[config.mk]
export PLATFORM = sky130hd
export DESIGN_NAME = escape_time_fractal_pixel_core
export DESIGN_NICKNAME = d
export VERILOG_FILES = /design/src/rtl/efp_pkg.sv /design/src/rtl/escape_time_fractal_pixel_core.sv /design/src/rtl/efp_mul.sv
export SDC_FILE = /design/constraint.sdc
export NUM_CORES = 2
export LEC_CHECK = 0
export BUFFER_PORTS_ARGS = -buffer_cell sky130_fd_sc_hd__clkbuf_2
export CORE_UTILIZATION = 55
export CTS_CLUSTER_SIZE = 30
export DETAILED_ROUTE_END_ITERATION = 10
export PLACE_DENSITY = 0.77
export SYNTH_ARGS = -nofsm -noshare
export SYNTH_HDL_FRONTEND = slang
export SYNTH_SLANG_ARGS = --single-unit
export TNS_END_PERCENT = 10
[constraint.sdc]
create_clock -name i_clk -period 16.44 [get_ports i_clk]
set_clock_uncertainty 0.15 [all_clocks]
set_input_delay 0.822 -clock i_clk [delete_from_list [all_inputs] [get_ports i_clk]]
set_output_delay 0.822 -clock i_clk [all_outputs]
set_load 0.03 [all_outputs]
[src/rtl/efp_pkg.sv]
`timescale 1ns / 1ps
// ----------------------------------------------------------------------------
// efp_pkg
// Shared types, constants and the Q4.28 saturation helper for the
// escape-time pixel core.
// ----------------------------------------------------------------------------
package efp_pkg;

    localparam int FRAC_BITS = 28;

    localparam logic [2:0] CFG_STEP_RE   = 3'd0;
    localparam logic [2:0] CFG_STEP_IM   = 3'd1;
    localparam logic [2:0] CFG_OFFSET_RE = 3'd2;
    localparam logic [2:0] CFG_OFFSET_IM = 3'd3;
    localparam logic [2:0] CFG_MAX_ITER  = 3'd4;

    localparam logic signed [31:0] Q_ONE     = 32'sh1000_0000;
    localparam logic signed [63:0] Q_MAX     = 64'sh0000_0000_7FFF_FFFF;
    localparam logic signed [63:0] Q_MIN     = -64'sh0000_0000_8000_0000;
    localparam logic [63:0]        ESC_LIMIT = 64'h0400_0000_0000_0000;

    typedef enum logic [2:0] {
        OP_MAP_RE,
        OP_MAP_IM,
        OP_SQX,
        OP_SQY,
        OP_XY
    } t_op;

    typedef struct packed {
        logic [9:0]         px;
        logic [9:0]         py;
        logic [30:0]        step_re;
        logic [30:0]        step_im;
        logic signed [31:0] x;
        logic signed [31:0] y;
    } t_mul_src;

    function automatic logic signed [31:0] sat_q(input logic signed [63:0] v);
        logic signed [31:0] r;
        if (v > Q_MAX) begin
            r = 32'sh7FFF_FFFF;
        end else if (v < Q_MIN) begin
            r = 32'sh8000_0000;
        end else begin
            r = v[31:0];
        end
        return r;
    endfunction

endpackage

[src/rtl/escape_time_fractal_pixel_core.sv]
`timescale 1ns / 1ps
// ----------------------------------------------------------------------------
// escape_time_fractal_pixel_core
// Maps a pixel to a point c and iterates z = z*z + c from z = i on one
// shared multiplier until |z|^2 > 4 or the iteration limit is reached.
// one item at a time: busy stays high from the accepting edge until the result strobe
// three multiplier products (x*x, y*y, x*y) per iteration
// the next item can be accepted in the cycle that carries the strobe
// i_rst_n (sync, active low) returns to idle and loads the register defaults
// ----------------------------------------------------------------------------
module escape_time_fractal_pixel_core #(
    parameter int WIDTH  = 1024,
    parameter int HEIGHT = 1024
) (
    input  logic        i_clk,
    input  logic        i_rst_n,
    input  logic        i_cfg_we,
    input  logic [2:0]  i_cfg_idx,
    input  logic [31:0] i_cfg_data,
    input  logic        start,
    output logic        busy,
    input  logic [9:0]  i_pixel_x,
    input  logic [9:0]  i_pixel_y,
    output logic        o_valid,
    output logic [9:0]  o_out_x,
    output logic [9:0]  o_out_y,
    output logic [15:0] o_iter_count,
    output logic        o_escaped
);

    typedef enum logic [2:0] {
        S_IDLE,
        S_MAP_IM,
        S_SQX,
        S_SQY,
        S_XY,
        S_UPD
    } t_state;

    t_state             r_state;
    logic [30:0]        r_step_re;
    logic [30:0]        r_step_im;
    logic signed [31:0] r_offset_re;
    logic signed [31:0] r_offset_im;
    logic [15:0]        r_max_iter;

    logic [9:0]         r_px;
    logic [9:0]         r_py;
    logic signed [31:0] r_c_re;
    logic signed [31:0] r_c_im;
    logic signed [31:0] r_x;
    logic signed [31:0] r_y;
    logic signed [63:0] r_xx;
    logic signed [63:0] r_yy;
    logic [15:0]        r_count;

    logic               r_valid;
    logic [9:0]         r_out_x;
    logic [9:0]         r_out_y;
    logic [15:0]        r_out_count;
    logic               r_escaped;

    efp_pkg::t_op       w_op;
    efp_pkg::t_mul_src  w_src;
    logic signed [63:0] w_prod;
    logic [63:0]        w_mag;
    logic               w_stop;
    logic signed [63:0] w_nx;
    logic signed [63:0] w_ny;
    logic signed [63:0] w_map_re;
    logic signed [63:0] w_map_im;

    always_comb begin
        unique case (r_state)
            S_IDLE:   w_op = efp_pkg::OP_MAP_RE;
            S_MAP_IM: w_op = efp_pkg::OP_MAP_IM;
            S_SQX:    w_op = efp_pkg::OP_SQX;
            S_SQY:    w_op = efp_pkg::OP_SQY;
            S_XY:     w_op = efp_pkg::OP_XY;
            S_UPD:    w_op = efp_pkg::OP_SQX;
            default:  w_op = efp_pkg::OP_SQX;
        endcase
    end

    assign w_src.px      = (r_state == S_IDLE) ? i_pixel_x : r_px;
    assign w_src.py      = r_py;
    assign w_src.step_re = r_step_re;
    assign w_src.step_im = r_step_im;
    assign w_src.x       = r_x;
    assign w_src.y       = r_y;

    efp_mul #(
        .WIDTH  (WIDTH),
        .HEIGHT (HEIGHT)
    ) u_mul (
        .i_clk  (i_clk),
        .i_op   (w_op),
        .i_src  (w_src),
        .o_prod (w_prod)
    );

    // escape test and next z
    assign w_mag    = 64'(r_xx) + 64'(r_yy);
    assign w_stop   = (r_count >= r_max_iter) || (w_mag > efp_pkg::ESC_LIMIT);
    assign w_nx     = ((r_xx - r_yy) >>> efp_pkg::FRAC_BITS) + 64'(r_c_re);
    assign w_ny     = (w_prod >>> (efp_pkg::FRAC_BITS - 1)) + 64'(r_c_im);
    assign w_map_re = w_prod + 64'(r_offset_re);
    assign w_map_im = w_prod + 64'(r_offset_im);

    always_ff @(posedge i_clk) begin
        if (!i_rst_n) begin
            r_state     <= S_IDLE;
            r_valid     <= 1'b0;
            r_step_re   <= 31'd1048576;
            r_step_im   <= 31'd1048576;
            r_offset_re <= '0;
            r_offset_im <= '0;
            r_max_iter  <= 16'd50;
        end else begin
            r_valid <= 1'b0;
            if (i_cfg_we) begin
                unique case (i_cfg_idx)
                    efp_pkg::CFG_STEP_RE:   r_step_re   <= i_cfg_data[30:0];
                    efp_pkg::CFG_STEP_IM:   r_step_im   <= i_cfg_data[30:0];
                    efp_pkg::CFG_OFFSET_RE: r_offset_re <= $signed(i_cfg_data);
                    efp_pkg::CFG_OFFSET_IM: r_offset_im <= $signed(i_cfg_data);
                    efp_pkg::CFG_MAX_ITER:  r_max_iter  <= i_cfg_data[15:0];
                    default: ;
                endcase
            end
            unique case (r_state)
                S_IDLE: begin
                    if (start) begin
                        r_px    <= i_pixel_x;
                        r_py    <= i_pixel_y;
                        r_x     <= '0;
                        r_y     <= efp_pkg::Q_ONE;
                        r_count <= '0;
                        r_state <= S_MAP_IM;
                    end
                end
                S_MAP_IM: begin
                    r_c_re  <= efp_pkg::sat_q(w_map_re);
                    r_state <= S_SQX;
                end
                S_SQX: begin
                    // mapped imaginary product is only on the bus in the first pass
                    if (r_count == '0) begin
                        r_c_im <= efp_pkg::sat_q(w_map_im);
                    end
                    r_state <= S_SQY;
                end
                S_SQY: begin
                    r_xx    <= w_prod;
                    r_state <= S_XY;
                end
                S_XY: begin
                    r_yy    <= w_prod;
                    r_state <= S_UPD;
                end
                S_UPD: begin
                    if (w_stop) begin
                        r_valid     <= 1'b1;
                        r_out_x     <= r_px;
                        r_out_y     <= r_py;
                        r_out_count <= r_count;
                        r_escaped   <= (r_count < r_max_iter);
                        r_state     <= S_IDLE;
                    end else begin
                        r_x     <= efp_pkg::sat_q(w_nx);
                        r_y     <= efp_pkg::sat_q(w_ny);
                        r_count <= r_count + 16'd1;
                        r_state <= S_SQX;
                    end
                end
                default: r_state <= S_IDLE;
            endcase
        end
    end

    assign busy         = (r_state != S_IDLE);
    assign o_valid      = r_valid;
    assign o_out_x      = r_out_x;
    assign o_out_y      = r_out_y;
    assign o_iter_count = r_out_count;
    assign o_escaped    = r_escaped;

endmodule

[src/rtl/efp_mul.sv]
`timescale 1ns / 1ps
// ----------------------------------------------------------------------------
// efp_mul
// Shared signed multiplier with operand select and registered product,
// used for the point mapping and for the three products of each iteration.
// ----------------------------------------------------------------------------
module efp_mul #(
    parameter int WIDTH  = 1024,
    parameter int HEIGHT = 1024
) (
    input  logic                i_clk,
    input  efp_pkg::t_op        i_op,
    input  efp_pkg::t_mul_src   i_src,
    output logic signed [63:0]  o_prod
);

    localparam logic signed [32:0] HalfW = 33'(WIDTH / 2);
    localparam logic signed [32:0] HalfH = 33'(HEIGHT / 2);

    logic signed [32:0] w_a;
    logic signed [32:0] w_b;
    logic signed [65:0] w_full;
    logic signed [63:0] r_prod;

    always_comb begin
        unique case (i_op)
            efp_pkg::OP_MAP_RE: begin
                w_a = $signed({23'd0, i_src.px}) - HalfW;
                w_b = $signed({2'b00, i_src.step_re});
            end
            efp_pkg::OP_MAP_IM: begin
                w_a = $signed({23'd0, i_src.py}) - HalfH;
                w_b = $signed({2'b00, i_src.step_im});
            end
            efp_pkg::OP_SQX: begin
                w_a = {i_src.x[31], i_src.x};
                w_b = {i_src.x[31], i_src.x};
            end
            efp_pkg::OP_SQY: begin
                w_a = {i_src.y[31], i_src.y};
                w_b = {i_src.y[31], i_src.y};
            end
            efp_pkg::OP_XY: begin
                w_a = {i_src.x[31], i_src.x};
                w_b = {i_src.y[31], i_src.y};
            end
            default: begin
                w_a = '0;
                w_b = '0;
            end
        endcase
    end

    assign w_full = w_a * w_b;

    always_ff @(posedge i_clk) begin
        r_prod <= w_full[63:0];
    end

    assign o_prod = r_prod;

endmodule

==> results.yml <==
status:
  status: "complete, no violations"
worst_setup_path:
  criticalPathCategory: "flop to flop"
  cp_data_arrival_time_ns: 12.08
  cpPeakStageDelay_ns: 0.95
  cp-end-kind: "flop"
  crit_top_cell: "fa_1"
  cp.required_ns: 16.87
  crit_family: "adder cells"
  crit_slowest_cell: "dfxtp_4"
  crit_fanout: 85
  path_buf_inv: 6
  start_kind: "flop"
cts:
  clk_latency_ns: 0.71
  cts_root_buf: "clkbuf_16"
  clkTransAtPathRegs_ns: 0.06
  cts_setup_buffers: 0
  cts-buffers-inserted: 60
  cts_tree: "yes"
  cts.sinks: 539
  clockBufferDepth: 3
  cts_max_level: 2
  cts-hold-fix-buffers: 0
  cts_resized: 0
cells_and_area:
  postLayoutCellArea_um2: 79700
  fillers: 11700
  layout_common_cells: "inv_1, fa_1, nand2_1, nor2_1, a21oi_1"
  seq_area_um2: 14100
  layout_commonest_cell: "inv_1"
  multi_input_area_um2: 55000
  nets: 10100
  area_growth_pct: 6.08
  drive_above_1_share: 0.0560
synth:
  syn-num-nets: 10200
  synth-async-reset-ratio: 0
  yosysTopAreaCellShare: 0.296
  ys_warn_count: 0
  ys_seq_area_frac: 0.187
  syn_avg_cell_area_um2: 8.82
  synth_cell_types: 101
  synth_edf_count: 329
  synth_area_leaders: "fa_1, edfxtp_1, ha_1"
  ys_ff_latch: 539
  yosys.area.top_type: "fa_1"
  syn-instance-count: 8525
  ys.flop_type: "edfxtp_1"
  syn_area_um2: 75200
sta:
  drv_slew: 0
  max_freq_mhz: 85.8
  hold_viol_final: 0
  tns_ns: 0
  setup_violations: 0
  fin_crit_sh: 0.709
  worst_pin_slew_ns: 1.35
  period_needed_ns: 11.66
  rsz0062_at_grt: "no"
  slew-limit-headroom: 0.0744
global_routing:
  antenna_found_initial: 20
  grt_usage: 0.379
  grt_pass1_wl_um: 390000
  grt_pass1_vias: 63200
  globalRouteOverflowTotal: 0
  grt_max_degree: 92
floorplanning:
  die-area_um2: 138000
  core_area_um2: 135000
  pin_count: 98
  start_util: 0.555
  num_rows: 135
  fp.dieW_um: 372
  die_h_um: 372
placed_design:
  portBuffers: 97
  placedInstanceArea_um2: 77600
  place_congestion: 1.01
  dp_hpwl_um: 206000
routing:
  ant_nets: 0
  wirelength_um: 262000
  remaining_drc_errors: 0
  initialDrtViolationCount: 8090
  wl_per_cell_um: 25.6
  viasPerCell: 6.26
  drt_first_pass_iters: 8
  via_count: 64000
min_path:
  hold_class: "input port to flop"
flow_run:
  cap_viol_max_count: 0
-- cells by family after synthesis --
kind of cell / count (synthesis) / synth area share
buf+inv: 1704 / 0.0855
simple gates: 2520 / 0.146
flops: 539 / 0.187
mux: 50 / 0.00724
compound gates: 1741 / 0.150
fa+ha+maj: 1665 / 0.388
xor+xnor: 306 / 0.0357
-- registers in the layout, summed over array words and instances, names as in the netlist --
register,count
r_offset_im,32
r_count,16
r_x,32
r_offset_re,32
o_out_y,10
o_iter_count,16
r_max_iter,16
r_c_im,32
r_py,10
r_state,3
o_valid,1
r_step_re,31
r_xx,64
r_c_re,32
r_y,32
o_escaped,1
r_step_im,31
r_px,10
u_mul.o_prod,64
o_out_x,10
r_yy,64
-- cells in the mapped netlist, drive strengths merged, types with 97 or more instances --
master and number:
o21ai 274, a21o 192, edfxtp 329, nor2 886
a21oi 629, ha 555, o21a 97, inv 1289
xnor2 211, dfxtp 210, fa 1110, nand2 1008
clkbuf 368, nand2b 97
-- final cells by class --
class,instances,area share
multi-input combinational,6282,0.690
sequential,539,0.177
inverter,1291,0.0608
tap,1781,0.0279
clock buffer,87,0.0220
timing repair buffer,221,0.0178
clock inverter,26,0.00438
antenna,9,0.000282
-- routing by layer --
layer / global-route usage / wire length (um) / vias up
li1: - / - / 27800
met1: 0.503 / 100000 / 31500
met2: 0.566 / 113000 / 3948
met3: 0.0933 / 31000 / 849
met4: 0.215 / 17700 / 6
met5: 0 / 27 / -
-- worst paths after layout --
path / endpoint / depth (start not counted) / start / slack (ns)
worst max-delay path: u_mul.o_prod[60] / 31 / r_state[1] / 4.78
worst min-delay path: r_py[1] / 1 / i_pixel_y[1] / 0.18
worst max register to register: u_mul.o_prod[60] / 31 / r_state[1] / 4.78
worst min register to register: o_out_x[2] / 0 / r_px[2] / 0.27
-- metrics by stage --
step                 util  std cells  setup WS, ns  hold slack (ns)
floorplan               -       8525          5.93            0.250
global placement    0.573      10100          5.20            0.251
detailed placement  0.573      10100          5.06            0.255
CTS                 0.588      10200          5.04            0.159
global route        0.588      10200          4.23            0.166
finish              0.589      10200          4.78            0.182
Power is not shown: default switching activity piles up to over one toggle a cycle in this logic, so the estimate is an artifact.
